File: src/rtl/lkcd_pkg.sv
package lkcd_pkg;

  localparam int KEY_W       = 64;
  localparam int SLOT_W      = 3;
  localparam int OCC_W       = 4;
  localparam int CAP_W       = 4;
  localparam int IN_TDATA_W  = 64;
  localparam int IN_TUSER_W  = 1;
  localparam int OUT_TDATA_W = 16;
  localparam int OUT_USED_W  = 1 + SLOT_W + 1 + OCC_W;
  localparam int OUT_PAD_W   = OUT_TDATA_W - OUT_USED_W;

  localparam int OUT_HIT_POS  = 0;
  localparam int OUT_SLOT_LO  = 1;
  localparam int OUT_EVICT_POS = OUT_SLOT_LO + SLOT_W;

  localparam logic [CAP_W-1:0] CAPACITY_RESET = 4'd5;

  typedef enum logic {
    CMD_LOOKUP = 1'b0,
    CMD_INSERT = 1'b1
  } cmd_t;

  typedef enum logic [1:0] {
    ST_IDLE,
    ST_SCAN,
    ST_DONE
  } state_t;

  typedef struct packed {
    logic start;
    logic scan;
    logic commit;
  } ctrl_cmd_t;

  typedef struct packed {
    logic scan_done;
    logic out_free;
  } dp_status_t;

endpackage

File: src/rtl/lkcd_ram.sv
module lkcd_ram #(
  parameter int WIDTH = 64,
  parameter int DEPTH = 8,
  localparam int AW = $clog2(DEPTH)
) (
  input  logic             clk,
  input  logic             wr_en,
  input  logic [AW-1:0]    wr_addr,
  input  logic [WIDTH-1:0] wr_data,
  input  logic             rd_en,
  input  logic [AW-1:0]    rd_addr,
  output logic [WIDTH-1:0] rd_data
);

  logic [WIDTH-1:0] mem_r [DEPTH];
  logic [WIDTH-1:0] rd_data_r;

  always_ff @(posedge clk) begin
    if (wr_en) begin
      mem_r[wr_addr] <= wr_data;
    end
    if (rd_en) begin
      rd_data_r <= mem_r[rd_addr];
    end
  end

  assign rd_data = rd_data_r;

endmodule

File: src/rtl/lkcd_ctrl.sv
module lkcd_ctrl import lkcd_pkg::*; (
  input  logic       clk,
  input  logic       rst_n,
  input  logic       in_tvalid,
  output logic       in_tready,
  input  dp_status_t sts,
  output ctrl_cmd_t  ctl
);

  state_t state_r, state_nxt;

  always_ff @(posedge clk) begin
    if (!rst_n) begin
      state_r <= ST_IDLE;
    end else begin
      state_r <= state_nxt;
    end
  end

  always_comb begin
    state_nxt  = state_r;
    in_tready  = 1'b0;
    ctl        = '0;
    case (state_r)
      ST_IDLE: begin
        in_tready = 1'b1;
        if (in_tvalid) begin
          ctl.start = 1'b1;
          state_nxt = ST_SCAN;
        end
      end
      ST_SCAN: begin
        ctl.scan = 1'b1;
        if (sts.scan_done) begin
          state_nxt = ST_DONE;
        end
      end
      ST_DONE: begin
        if (sts.out_free) begin
          ctl.commit = 1'b1;
          state_nxt  = ST_IDLE;
        end
      end
      default: begin
        state_nxt = ST_IDLE;
      end
    endcase
  end

endmodule

File: src/rtl/lkcd_dpath.sv
module lkcd_dpath import lkcd_pkg::*; #(
  parameter int MAX_ENTRIES = 8,
  parameter int KEY_BITS = 64,
  localparam int IW = $clog2(MAX_ENTRIES)
) (
  input  logic                clk,
  input  logic                rst_n,
  input  ctrl_cmd_t           ctl,
  output dp_status_t          sts,
  input  logic                in_command,
  input  logic [KEY_BITS-1:0] in_key,
  input  logic                cfg_wr_en,
  input  logic [CAP_W-1:0]    cfg_wr_data,
  output logic                out_tvalid,
  input  logic                out_tready,
  output logic                out_hit,
  output logic [SLOT_W-1:0]   out_slot,
  output logic                out_evicted,
  output logic [OCC_W-1:0]    out_occupancy
);

  localparam int CW = $clog2(MAX_ENTRIES + 1);
  localparam int EW = ((CW > CAP_W) ? CW : CAP_W) + 1;
  localparam logic [IW:0] SCAN_END = (IW + 1)'(MAX_ENTRIES);
  localparam logic [EW-1:0] MAX_EXT = EW'(MAX_ENTRIES);

  logic [CAP_W-1:0]    cap_r;
  cmd_t                cmd_r;
  logic [KEY_BITS-1:0] key_r;
  logic [IW:0]         cnt_r;
  logic                chk_en_r;
  logic [IW-1:0]       chk_idx_r;
  logic                found_r, free_r, any_r;
  logic [IW-1:0]       best_rank_r, best_slot_r, free_slot_r, worst_rank_r, worst_slot_r;
  logic                valid_r   [MAX_ENTRIES];
  logic                valid_nxt [MAX_ENTRIES];
  logic [IW-1:0]       rank_r    [MAX_ENTRIES];
  logic [IW-1:0]       rank_nxt  [MAX_ENTRIES];
  logic [CW-1:0]       count_r, count_nxt;
  logic                out_valid_r;
  logic                out_hit_r, out_evicted_r;
  logic [SLOT_W-1:0]   out_slot_r;
  logic [OCC_W-1:0]    out_occ_r;

  logic                scan_issue;
  logic [KEY_BITS-1:0] ram_rdata;
  logic                key_eq, chk_valid;
  logic [IW-1:0]       chk_rank;
  logic [EW-1:0]       cap_ext, eff_cap, count_ext;
  logic                room, do_hit, do_fill, do_evict, do_promote, ram_we;
  logic [IW-1:0]       tgt_slot;
  logic [31:0]         slot_w, occ_w;

  lkcd_ram #(
    .WIDTH (KEY_BITS),
    .DEPTH (MAX_ENTRIES)
  ) u_keys (
    .clk     (clk),
    .wr_en   (ram_we),
    .wr_addr (tgt_slot),
    .wr_data (key_r),
    .rd_en   (scan_issue),
    .rd_addr (cnt_r[IW-1:0]),
    .rd_data (ram_rdata)
  );

  assign scan_issue = ctl.scan && (cnt_r != SCAN_END);
  assign key_eq     = (ram_rdata == key_r);
  assign chk_valid  = valid_r[chk_idx_r];
  assign chk_rank   = rank_r[chk_idx_r];

  // capacity 0 acts as 1, above MAX_ENTRIES as MAX_ENTRIES
  assign cap_ext   = EW'(cap_r);
  assign count_ext = EW'(count_r);
  always_comb begin
    if (cap_r == '0) begin
      eff_cap = EW'(1);
    end else if (cap_ext > MAX_EXT) begin
      eff_cap = MAX_EXT;
    end else begin
      eff_cap = cap_ext;
    end
  end

  assign room       = (count_ext < eff_cap);
  assign do_hit     = (cmd_r == CMD_LOOKUP) && found_r;
  assign do_fill    = (cmd_r == CMD_INSERT) && room && free_r;
  assign do_evict   = (cmd_r == CMD_INSERT) && !do_fill && any_r;
  assign do_promote = ctl.commit && (do_hit || do_fill || do_evict);
  assign ram_we     = ctl.commit && (do_fill || do_evict);

  always_comb begin
    if (do_hit) begin
      tgt_slot = best_slot_r;
    end else if (do_fill) begin
      tgt_slot = free_slot_r;
    end else if (do_evict) begin
      tgt_slot = worst_slot_r;
    end else begin
      tgt_slot = '0;
    end
  end

  // hit: only entries more recent than the hit move back; insert: all other valid entries move
  always_comb begin
    count_nxt = count_r;
    for (int i = 0; i < MAX_ENTRIES; i++) begin
      valid_nxt[i] = valid_r[i];
      rank_nxt[i]  = rank_r[i];
    end
    if (do_promote) begin
      for (int i = 0; i < MAX_ENTRIES; i++) begin
        if ((IW'(i) != tgt_slot) && valid_r[i] &&
            (!do_hit || (rank_r[i] < best_rank_r))) begin
          rank_nxt[i] = rank_r[i] + 1'b1;
        end
      end
      rank_nxt[tgt_slot] = '0;
      if (do_fill) begin
        valid_nxt[tgt_slot] = 1'b1;
        count_nxt           = count_r + 1'b1;
      end
    end
  end

  assign slot_w = 32'(tgt_slot);
  assign occ_w  = 32'(count_nxt);

  always_ff @(posedge clk) begin
    if (!rst_n) begin
      cap_r       <= CAPACITY_RESET;
      cnt_r       <= SCAN_END;
      chk_en_r    <= 1'b0;
      found_r     <= 1'b0;
      free_r      <= 1'b0;
      any_r       <= 1'b0;
      count_r     <= '0;
      out_valid_r <= 1'b0;
      for (int i = 0; i < MAX_ENTRIES; i++) begin
        valid_r[i] <= 1'b0;
        rank_r[i]  <= '0;
      end
    end else begin
      if (cfg_wr_en) begin
        cap_r <= cfg_wr_data;
      end
      if (ctl.start) begin
        cnt_r    <= '0;
        chk_en_r <= 1'b0;
        found_r  <= 1'b0;
        free_r   <= 1'b0;
        any_r    <= 1'b0;
      end else begin
        if (scan_issue) begin
          cnt_r <= cnt_r + 1'b1;
        end
        chk_en_r <= scan_issue;
        if (chk_en_r) begin
          if (chk_valid && key_eq && (!found_r || (chk_rank < best_rank_r))) begin
            found_r     <= 1'b1;
            best_rank_r <= chk_rank;
            best_slot_r <= chk_idx_r;
          end
          if (!chk_valid && !free_r) begin
            free_r      <= 1'b1;
            free_slot_r <= chk_idx_r;
          end
          if (chk_valid && (!any_r || (chk_rank > worst_rank_r))) begin
            any_r        <= 1'b1;
            worst_rank_r <= chk_rank;
            worst_slot_r <= chk_idx_r;
          end
        end
      end
      count_r <= count_nxt;
      for (int i = 0; i < MAX_ENTRIES; i++) begin
        valid_r[i] <= valid_nxt[i];
        rank_r[i]  <= rank_nxt[i];
      end
      if (ctl.commit) begin
        out_valid_r <= 1'b1;
      end else if (out_tready) begin
        out_valid_r <= 1'b0;
      end
    end
  end

  always_ff @(posedge clk) begin
    chk_idx_r <= cnt_r[IW-1:0];
    if (ctl.start) begin
      cmd_r <= cmd_t'(in_command);
      key_r <= in_key;
    end
    if (ctl.commit) begin
      out_hit_r     <= do_hit;
      out_evicted_r <= do_evict;
      out_slot_r    <= slot_w[SLOT_W-1:0];
      out_occ_r     <= occ_w[OCC_W-1:0];
    end
  end

  assign sts.scan_done = (cnt_r == SCAN_END) && !chk_en_r;
  assign sts.out_free  = !out_valid_r || out_tready;

  assign out_tvalid    = out_valid_r;
  assign out_hit       = out_hit_r;
  assign out_slot      = out_slot_r;
  assign out_evicted   = out_evicted_r;
  assign out_occupancy = out_occ_r;

endmodule

File: src/rtl/lru_key_cache_directory_core.sv
// Channel   Dir  Ports                         Contents
// in_       in   tvalid/tready/tdata/tuser     one lookup or insert request
// out_      out  tvalid/tready/tdata           one result per request
// cfg_      in   wr_en/wr_data                 capacity register
//
// Between one acceptance and the next the core scans all MAX_ENTRIES
// entries, reading the key RAM one entry per cycle.
// The result sits in an output register; a new request is taken while it waits.
// A stalled output holds the commit of the following request, not its scan.
// Synchronous active-low reset empties the directory and sets capacity to 5.
module lru_key_cache_directory_core import lkcd_pkg::*; #(
  parameter int MAX_ENTRIES = 8,
  parameter int KEY_BITS = 64
) (
  input  logic                   clk,
  input  logic                   rst_n,
  input  logic                   in_tvalid,
  output logic                   in_tready,
  input  logic [IN_TDATA_W-1:0]  in_tdata,   // key
  input  logic [IN_TUSER_W-1:0]  in_tuser,   // command
  output logic                   out_tvalid,
  input  logic                   out_tready,
  output logic [OUT_TDATA_W-1:0] out_tdata,  // hit, slot, evicted, occupancy, zero pad
  input  logic                   cfg_wr_en,
  input  logic [CAP_W-1:0]       cfg_wr_data
);

  ctrl_cmd_t         ctl;
  dp_status_t        sts;
  logic              out_hit, out_evicted;
  logic [SLOT_W-1:0] out_slot;
  logic [OCC_W-1:0]  out_occupancy;

  lkcd_ctrl u_ctrl (
    .clk       (clk),
    .rst_n     (rst_n),
    .in_tvalid (in_tvalid),
    .in_tready (in_tready),
    .sts       (sts),
    .ctl       (ctl)
  );

  lkcd_dpath #(
    .MAX_ENTRIES (MAX_ENTRIES),
    .KEY_BITS    (KEY_BITS)
  ) u_dpath (
    .clk           (clk),
    .rst_n         (rst_n),
    .ctl           (ctl),
    .sts           (sts),
    .in_command    (in_tuser[0]),
    .in_key        (in_tdata[KEY_BITS-1:0]),
    .cfg_wr_en     (cfg_wr_en),
    .cfg_wr_data   (cfg_wr_data),
    .out_tvalid    (out_tvalid),
    .out_tready    (out_tready),
    .out_hit       (out_hit),
    .out_slot      (out_slot),
    .out_evicted   (out_evicted),
    .out_occupancy (out_occupancy)
  );

  assign out_tdata = {{OUT_PAD_W{1'b0}}, out_occupancy, out_evicted, out_slot, out_hit};

endmodule

File: config.mk
export PLATFORM = sky130hd
export DESIGN_NAME = lru_key_cache_directory_core
export DESIGN_NICKNAME = d
export VERILOG_FILES = /design/src/rtl/lkcd_pkg.sv /design/src/rtl/lkcd_ram.sv /design/src/rtl/lkcd_ctrl.sv /design/src/rtl/lkcd_dpath.sv /design/src/rtl/lru_key_cache_directory_core.sv
export SDC_FILE = /design/constraint.sdc
export NUM_CORES = 1
export LEC_CHECK = 0
export BUFFER_PORTS_ARGS = -buffer_cell sky130_fd_sc_hd__buf_2
export CORE_AREA = 2 2 218 220
export DETAILED_ROUTE_END_ITERATION = 6
export DIE_AREA = 0 0 220 222
export PLACE_DENSITY = 0.78
export SYNTH_ARGS = -nofsm -noshare
export SYNTH_HDL_FRONTEND = slang
export SYNTH_SLANG_ARGS = --single-unit
File: constraint.sdc
create_clock -name clk -period 6.3 [get_ports clk]
set_input_delay 0.63 -clock clk [delete_from_list [all_inputs] [get_ports clk]]
set_output_delay 0.63 -clock clk [all_outputs]
set_load 0.01 [all_outputs]
### Word-level counts from Yosys, hierarchy flattened

Memories as Yosys holds them, arrays and structs flattened. A register that Yosys moved wholly into a read port is not among the register bits.
Cells that the tools add are included.

* memories: 3
* bits in latches: 0
* ROM bits: 0
* word-level logic and storage cells: 216
* flip-flop bits (word level): 111
* RAM bits: 544

* bitwise operators: 23
* multipliers: 0
* add/subtract/negate cells: 10
* order comparisons: 14
* multiplexer cells: 64
* reductions and logical operators: 65
* divide/modulo/power cells: 0
* equality and inequality tests: 15
* shifts and indexed selects: 0

Memory list
* u_dpath.u_keys.mem_r: words 8, bits a word 64, rd ports 1, clocked after Yosys merged registers in 1, write ports 1, line lkcd_ram.sv:15 `logic [WIDTH-1:0] mem_r [DEPTH];`
* u_dpath.rank_r: words 8, bits a word 3, rd ports 9, clocked after Yosys merged registers in 1, write ports 8, line lkcd_dpath.sv:37 `logic [IW-1:0] rank_r [MAX_ENTRIES];`
* u_dpath.valid_r: words 8, bits a word 1, rd ports 9, clocked after Yosys merged registers in 1, write ports 8, line lkcd_dpath.sv:35 `logic valid_r [MAX_ENTRIES];`

Operator list (number)
* 3-bit two-way mux: 28
* 64-bit equality test: 1
* 1-bit logical AND: 30
* 3-bit < comparator: 9
* 3-bit by 1-bit adder with 3-bit output (second input constant): 8
* 24-bit bitwise AND: 1
* 24-bit two-way mux: 1
* 4-bit two-way mux: 6
* 24-bit NOT: 1
* 1-bit two-way mux: 21
* 8-bit two-way mux: 2
* 1-bit OR: 16
* 1-bit logical OR: 14
* 3-bit inequality test (first input constant): 4
* 4-bit AND reduction: 3
* 3-bit demux with 3-bit select: 1
* 4-bit by 1-bit adder with 4-bit output (second input constant): 2
* 1-bit zero test: 8
* 8-bit OR: 1
* 2-bit two-way mux: 3
* 2-bit inequality test (second input constant): 3
* 2-bit by 3-bit inequality test with 1-bit output (first input constant): 2
* 2-bit one-hot mux with 3 select lines: 1
* 2-bit AND reduction: 3
* 19 further kinds: 22

### Depth between registers and ports, before layout

Gate-level depths: netlist (run 1).

* depth after elaboration: 21
* depth in mapped cells: 10

### Hierarchy

From an unflattened synthesis (run 1), not the netlist that was laid out.

* cells, all modules: 1356
* area, all modules: 27989.3 um^2

Modules (own cells, without submodules)
* lkcd_ram: instances 1, cells each 816, area an instance 21187.8 um^2
* lkcd_dpath: instances 1, cells each 518, area an instance 6625.1 um^2
* lkcd_ctrl: instances 1, cells each 12, area an instance 105.1 um^2
* lru_key_cache_directory_core: instances 1, cells each 10, area an instance 71.3 um^2

### Worst setup path after synthesis (run 1)

Ideal clock, no wire load.

* path kind: reg-to-reg
* from: register u_dpath.cap_r[3]
* to: memory u_dpath.u_keys.mem_r[6][0] (enable)
* slack: 1.162 ns
* stages on the path, launching flop included: 10
* arrival time: 4.652 ns
* buffers on the path: 0
* setup time: 0.487 ns
* required time: 5.813 ns
* cell sequence: dfxtp_1 -> inv_1 -> nand2_1 -> ha_1 -> nand2b_4 -> o2111ai_1 -> nand2_2 -> or3_1 -> a211o_1 -> nor2_1

* longest elaborated chain between the ends: 13
* elaborated cells between the ends (all ways): 17
* those cells by class: order compare: 2; mux: 7; reduce/logical: 8

RTL lines
* start, declared: line lkcd_dpath.sv:27 `logic [CAP_W-1:0] cap_r;`
* start signal, assigned: line lkcd_dpath.sv:145 `cap_r <= cfg_wr_data;`
* 4-bit > comparator: line lkcd_dpath.sv:78 `end else if (cap_ext > MAX_EXT) begin`
* 4-bit two-way mux: line lkcd_dpath.sv:78
* 4-bit two-way mux (*): line lkcd_dpath.sv:76 `if (cap_r == '0) begin`
* 4-bit < comparator (*): line lkcd_dpath.sv:85 `assign room = (count_ext < eff_cap);`
* 1-bit logical AND (*) (2 in series): line lkcd_dpath.sv:87 `assign do_fill = (cmd_r == CMD_INSERT) && room && free_r;`
* 1-bit zero test: line lkcd_dpath.sv:88 `assign do_evict = (cmd_r == CMD_INSERT) && !do_fill && any_r;`
* 1-bit logical AND (2 in series): line lkcd_dpath.sv:88
* 1-bit logical OR: line lkcd_dpath.sv:90 `assign ram_we = ctl.commit && (do_fill || do_evict);`
* 1-bit logical AND: line lkcd_dpath.sv:90
* 1-bit two-way mux: line lkcd_ram.sv:19 `if (wr_en) begin`
* 1-bit two-way mux (implied by the code): line lkcd_ram.sv:20 `mem_r[wr_addr] <= wr_data;`
* end, declared: line lkcd_ram.sv:15

Every way passes the cells marked *; elsewhere a longest branch is shown, timed or not.

### Worst setup path in the final report (run 1)

* from: register u_dpath.cap_r[3]
* to: memory u_dpath.u_keys.mem_r[0][59] (enable)

The elaborated chain is that of the path after synthesis.

==> run metrics, run 1 <==
sw power=between 1.5 and 2 mW; Worst Hold Depth=1; routed wire length per instance=roughly 26 um; reg-to-reg critical path startpoint=u_dpath.cap_r[3]$_SDFFE_PN0P_; slowest stage cell on the critical path=nor2_4; detailed-route via count=13553; prevailing post-synth register cell=edfxtp_1; nets=roughly 1600; CTS tree=yes; layout cells sized above 1=around 28%; Power Density=305 nW/um^2; Synth Instances=between 1000 and 1500; Layout Skew=0.0255 ns; largest net degree at the start of global routing=75; n_diodes=0; Worst R2R End=u_dpath.u_keys.mem_r[0][59]$_DFFE_PP_; post-route cell area=approximately 31000 um^2; vias in the first global route=14165; Gate power share=between 1.5 and 2%; Fillers=~2900; Maximum Capacitance Violations=0; cell area after synthesis=roughly 28000 um^2; status=finished, final reports clean; leak pwr=10.3 nW; Num Clock Sinks=719; unrepaired setup endpoints after global routing=false; Final TNS setup=0 ns; initial antenna violation count=0; R2R setup slack=2.32 ns; DRC violations left=0; Post-synth EDFFs=670; top post-synthesis cells by area=edfxtp_1, mux4_2, dfxtp_1; HP Start=in_tdata[45]; Yosys cell types=between 60 and 70; row cnt=a little under 80; Hold/Removal Path Class=in -> reg; Worst EP required=between 6 and 7 ns; I/O Buffers=between 80 and 90; final worst setup slack=2.32 ns; post-CTS sizing=0; clk_lat worst skew=0.60 ns; max-slew violations=0; Post-Route WL=roughly 55 mm; Max Clk Rate=roughly 0.25 GHz; initial core utilization=between 60% and 70%; most frequent cells in the layout=edfxtp_1, mux4_2, buf_2; GRT Util Overall=23.6%; hold buffers post-CTS=0; VDD IR max=between 0.0002 and 0.0003 V; Routed Antenna Nets=0; final hold vios=0; die area=48800 um^2; hold slack=0.205 ns; Vias/cell=between 6 and 7; clock power share=between 40% and 50%; post-layout min period=roughly 4 ns; Final GP Congestion=0.817; crit path cell chain=inv_1 > nand2_1 > ha_1 > nand2b_4 > o2111ai_1 > nand2_2 > or3_1 > a211o_1 > nor2_4 > buf_4; Max Root-Sink Buffers=3; ys async rst share=0%; post-synth top area share=71.5%; drt first pass iters=5; Worst-path clk slew=roughly 0.06 ns; Syn. warnings=0; root buffer cell=clkbuf_16; largest area contributor in the netlist=edfxtp_1; Initial DRC Count=about 1300; synthesis-to-finish area growth=12.0%; depth of the most critical reg-to-reg path=10; cts bufs inserted=70; GRT overflow=0; core area=46300 um^2; worst-margin pin slew=~1.2 ns; Slew headroom=23.2%; Die Ht=~220 um; Sequential Power Share=55.9%; first-pass GRT wire length=85.2 mm; H-tree depth=3; startpoint types=flop; Worst Path Arrival=approximately 4.2 ns; most common cell after layout, fill and taps aside=edfxtp_1; Mean Syn Cell Area=20.5 um^2; Period Utilization, post-route=a little over three fifths; setup bufs post-CTS=0; Yosys reg bits=~700; Final HPWL DP=between 30 and 40 mm; Setup WS pre-CTS=between 2 and 2.5 ns; switch share=19.6%; worst setup path class=reg -> reg; Placed Area=29300 um^2; internal power=7.72 mW; Worst Setup End Kind=flop; Crit Path Max Fanout=27; register area share after synthesis=between 70% and 80%; Ports=around 90; Max stage delay on crit path=about 0.85 ns; hold endpoint=u_dpath.key_r[45]$_DFFE_PP_; Final setup viols=0; Die W=approximately 220 um
==> per-layer routing <==
| layer | up-vias | track usage, % | wire length [um] | share of wire (%) |
|---|---|---|---|---|
| met4 | 0 | 7.40 | 1490 | 2.7 |
| met5 | - | 0 | 0 | 0 |
| li1 | 5829 | - | - | - |
| met2 | 550 | 37.5 | 27200 | 49 |
| met1 | 7070 | 34.0 | 23000 | 41 |
| met3 | 104 | 4.16 | 3780 | 6.8 |
==> per-stage QoR <==
| stage | power (mW) | util, % | std cells |
|---|---|---|---|
| final | 9.61 | 68.1 | 2158 |
| after global routing | 9.87 | 68.1 | 2158 |
| after CTS | 9.68 | 68.1 | 2158 |
| after detailed placement | 5.64 | 63.3 | 2035 |
| after global placement | 5.63 | 63.3 | 2035 |
| after floorplan | 5.54 | - | 1380 |
==> cells by family (layout without fill, tap and decap cells) <==
| kind of cell | count (synthesis) | in the layout | synth area share [%] |
|---|---|---|---|
| AO/OA/AOI/OAI | 99 | 99 | 2.81 |
| XOR/XNOR | 61 | 61 | 1.90 |
| adder cells (fa/ha/maj) | 35 | 35 | 1.56 |
| buffers and inverters | 87 | 258 | 1.36 |
| flip-flops | 719 | 719 | 75.0 |
| multiplexers | 220 | 220 | 14.2 |
| other | 1 | 7 | 0.0133 |
| AND/OR/NAND/NOR | 152 | 152 | 3.14 |
==> power by group through the flow <==
| stage | Sequential [mW] | Combinational (mW) | Clock (mW) |
|---|---|---|---|
| finish | 5.37 | 0.172 | 4.07 |
| global route | 5.38 | 0.187 | 4.30 |
| CTS | 5.37 | 0.174 | 4.14 |
| detailed placement | 5.47 | 0.172 | 0 |
| global placement | 5.46 | 0.171 | 0 |
| floorplan | 5.43 | 0.112 | 0 |
==> synthesized netlist by cell type (all sizes together) (6+ instances only) <==
cell / n
nor2b: 8
and2: 7
mux2i: 14
dfxtp: 49
xnor2: 25
xor2: 36
ha: 35
mux4: 136
a21o: 9
o211a: 8
nor4: 18
nor3b: 9
edfxtp: 670
mux2: 70
nand2b: 16
o22ai: 6
nand4: 10
a21oi: 19
clkbuf: 31
inv: 31
o21ai: 12
buf: 25
nand2: 26
nor2: 30
==> area by class of cell <==
| cell class | count | area [um^2] | share of cell area [%] |
|---|---|---|---|
| Clock inverter | 30 | 317 | 1.00 |
| Multi-Input combinational cell | 574 | 6720 | 21.3 |
| Inverter | 31 | 118 | 0.373 |
| Clock buffer | 93 | 1900 | 6.03 |
| Tap cell | 607 | 759 | 2.41 |
| Timing Repair Buffer | 104 | 571 | 1.81 |
| Sequential cell | 719 | 21100 | 67.0 |
==> registers in the layout (all words and copies together), names as in the netlist, 2 cells and up <==
name	cells
u_dpath.worst_slot_r	3
u_dpath.key_r	64
u_dpath.worst_rank_r	3
u_dpath.free_slot_r	3
u_ctrl.state_r	2
u_dpath.out_slot	3
u_dpath.out_occupancy	4
u_dpath.valid_r	8
u_dpath.chk_idx_r	3
u_dpath.rank_r	24
u_dpath.u_keys.mem_r	512
u_dpath.u_keys.rd_data	64
u_dpath.count_r	4
u_dpath.best_slot_r	3
u_dpath.best_rank_r	3
u_dpath.cnt_r	4
u_dpath.cap_r	4
==> critical path, delay by kind of cell, from the launching register on <==
family	cells	cell delay, ns
AO/OA/AOI/OAI	2	0.80
adder cells (fa/ha/maj)	1	0.32
buffers and inverters	2	0.63
flip-flops	1	0.32
AND/OR/NAND/NOR	5	1.54
==> worst max path at each step <==
stage	start	to	slack (ns)
after floorplan	u_dpath.cap_r[3]$_SDFFE_PN0P_	u_dpath.u_keys.mem_r[6][0]$_DFFE_PP_	1.16
after global placement	u_dpath.cap_r[3]$_SDFFE_PN0P_	u_dpath.u_keys.mem_r[0][59]$_DFFE_PP_	2.39
after detailed placement	u_dpath.cap_r[3]$_SDFFE_PN0P_	u_dpath.u_keys.mem_r[0][59]$_DFFE_PP_	2.27
after CTS	u_dpath.cap_r[3]$_SDFFE_PN0P_	u_dpath.u_keys.mem_r[0][59]$_DFFE_PP_	2.29
after global routing	u_dpath.cap_r[3]$_SDFFE_PN0P_	u_dpath.u_keys.mem_r[0][53]$_DFFE_PP_	2.06
final	u_dpath.cap_r[3]$_SDFFE_PN0P_	u_dpath.u_keys.mem_r[0][59]$_DFFE_PP_	2.32
Power figures use the tool's default switching activity.
==> run 2: changes to the inputs <==
Clock period 6.3 ns to 3.75 ns, I/O delays scaled along.
==> run metrics, run 2 (synthesis results as in run 1) <==
cts bufs inserted=71 (+1.4%); max FFs per register=512 (unchanged); most frequent cells in the layout=edfxtp_1, mux4_2, buf_2; post-CTS sizing=0 (unchanged); Crit Path Max Fanout=64 (+140%); Hold/Removal Path Class=in -> reg; largest register by flop count=u_dpath.u_keys.mem_r; detailed-route via count=13799 (+1.8%); n_diodes=0 (unchanged); Sequential Power Share=54.9% (-1.0 points); initial core utilization=60.8% (unchanged); Maximum Capacitance Violations=0 (unchanged); Worst EP required=3.98 ns (-2.55 ns); Max Root-Sink Buffers=3 (unchanged); Final GP Congestion=0.824 (+0.78%); CTS tree=yes; startpoint types=flop; Final HPWL DP=31.2 mm (about the same); clock power share=42.9% (+0.6 points); final worst setup slack=0.550 ns (-1.77 ns); Die W=220 um (unchanged); max-slew violations=0 (unchanged); DRC violations left=0 (unchanged); FF/Latch Area=21100 um^2 (unchanged); most common cell after layout, fill and taps aside=edfxtp_1; synthesis-to-finish area growth=15.5%; worst setup path class=reg -> reg; Gate power share=2.2% (+0.4 points); Slew headroom=43.4% (+20 points); Setup WS pre-CTS=0.603 ns (-1.67 ns); Period Utilization, post-route=85.3% (+22 points); clk_lat worst skew=0.60 ns (about the same); post-route cell area=32500 um^2 (+3.1%); row cnt=79 (unchanged); nets=1685 (+4.7%); Placed Area=29500 um^2 (+0.74%); Worst Setup End Kind=flop; internal power=13.2 mW (+71%); routed wire length per instance=25.6 um (-0.39%); sw power=3.21 mW (+70%); core area=46300 um^2 (unchanged); Worst-path clk slew=0.05 ns (about the same); Routed Antenna Nets=0 (unchanged); Vias/cell=6.16 (-1.9%); drt first pass iters=5 (unchanged); Num Clock Sinks=719 (unchanged); GRT Util Overall=24.5% (+0.90 points); Worst Hold Depth=3 (+2); Fillers=2763 (-3.1%); Initial DRC Count=1381 (+9.3%); first-pass GRT wire length=88.1 mm (+3.4%); depth of the most critical reg-to-reg path=10 (unchanged); initial antenna violation count=0 (unchanged); Die Ht=222 um (unchanged); vias in the first global route=14625 (+3.2%); Final setup viols=0 (unchanged); Post-Route WL=57.3 mm (+3.4%); switch share=19.5% (-0.085 points); I/O Buffers=84 (unchanged); post-layout min period=3.20 ns (-0.783 ns); status=finished, final reports clean; Max Clk Rate=0.312 GHz (+24%); H-tree depth=3 (unchanged); GRT overflow=0 (unchanged); root buffer cell=clkbuf_16; Ports=92 (unchanged); unrepaired setup endpoints after global routing=false; Layout Skew=0.0215 ns (-0.00397 ns); Multi-input gate area=6720 um^2 (unchanged); layout cells sized above 1=27.8% (-0.48 points); die area=48800 um^2 (unchanged); VDD IR max=0.000501 V (+87%); Power Density=505 nW/um^2 (+66%); Worst Path Arrival=3.43 ns (-0.79 ns); worst-margin pin slew=0.848 ns (-0.304 ns); largest net degree at the start of global routing=133 (+77%); final hold vios=0 (unchanged); leak pwr=10.7 nW (+4.0%)
-- run 2: cell count changes in the layout (fill, tap and decap cells not counted), sizes merged --
| cell | delta |
|---|---|
| buf | +9 |
| clkinvlp | -1 |
| clkinv | +4 |
| dlygate4sd3 | +66 |
| inv | -2 |
| clkbuf | +5 |
-- run 2: worst max-delay path: stages (launching register included) --
cell       delay (ns)
dfxtp_1          0.32
inv_1            0.09
nand2_1          0.06
ha_1             0.32
nand2b_4         0.07
o2111ai_1        0.33
nand2_2          0.21
or3_1            0.36
a211o_1          0.45
nor2_4           0.18
buf_12           0.39
-- run 2: metal layers --
layer / wire (um) / GRT usage [%] / vias up
met4: 1350 / 7.27 / 0
met3: 3850 / 4.28 / 98
met2: 28700 / 39.5 / 552
met1: 23400 / 34.8 / 7167
li1: - / - / 5982
met5: 0 / 0 / -
-- run 2: worst paths after layout --
check / start / end / slack, ns
worst min-delay path: cfg_wr_data[0] / u_dpath.cap_r[0]$_SDFFE_PN1P_ / 0.05
worst min register to register: u_dpath.cap_r[0]$_SDFFE_PN1P_ / u_dpath.cap_r[0]$_SDFFE_PN1P_ / 0.52
worst max register to register: u_dpath.cap_r[3]$_SDFFE_PN0P_ / u_dpath.u_keys.mem_r[2][53]$_DFFE_PP_ / 0.55
worst max-delay path: u_dpath.cap_r[3]$_SDFFE_PN0P_ / u_dpath.u_keys.mem_r[2][53]$_DFFE_PP_ / 0.55
-- run 2: power groups by stage --
stage	combinational (mW)	clock, mW	sequential [mW]
2_1_floorplan	0.188	0	9.12
3_3_place_gp	0.308	0	9.17
3_5_place_dp	0.309	0	9.18
4_1_cts	0.366	7.14	9.01
5_1_grt	0.393	7.41	9.02
6_report	0.363	7.04	9.01
-- run 2: stage by stage --
step / hold WS, ns / cells / setup TNS, ns / total power, mW / util (%)
after detailed placement: 0.493 / 2044 / 0 / 9.49 / 63.8
final: 0.0463 / 2239 / 0 / 16.4 / 70.2
after global routing: 0.0396 / 2239 / 0 / 16.8 / 70.2
after global placement: 0.483 / 2044 / 0 / 9.47 / 63.8
after CTS: 0.0214 / 2239 / 0 / 16.5 / 70.2
after floorplan: 0.353 / 1380 / -123.20 / 9.31 / -
-- run 2: area by class of cell --
class	count	share of cell area [%]
flip-flops and latches	719	65.0
multi-input cells	574	20.7
clock buffers	98	6.17
repair buffers	179	4.46
well taps	607	2.34
clock inverters	31	0.963
inverters	31	0.362
-- run 2: repair_timing --
action                                  in CTS  in global routing
hold buffers                                66                  0
buffers inserted                             0                  0
endpoints found under the setup margin       0                  0
endpoints found under the hold margin       66                  0
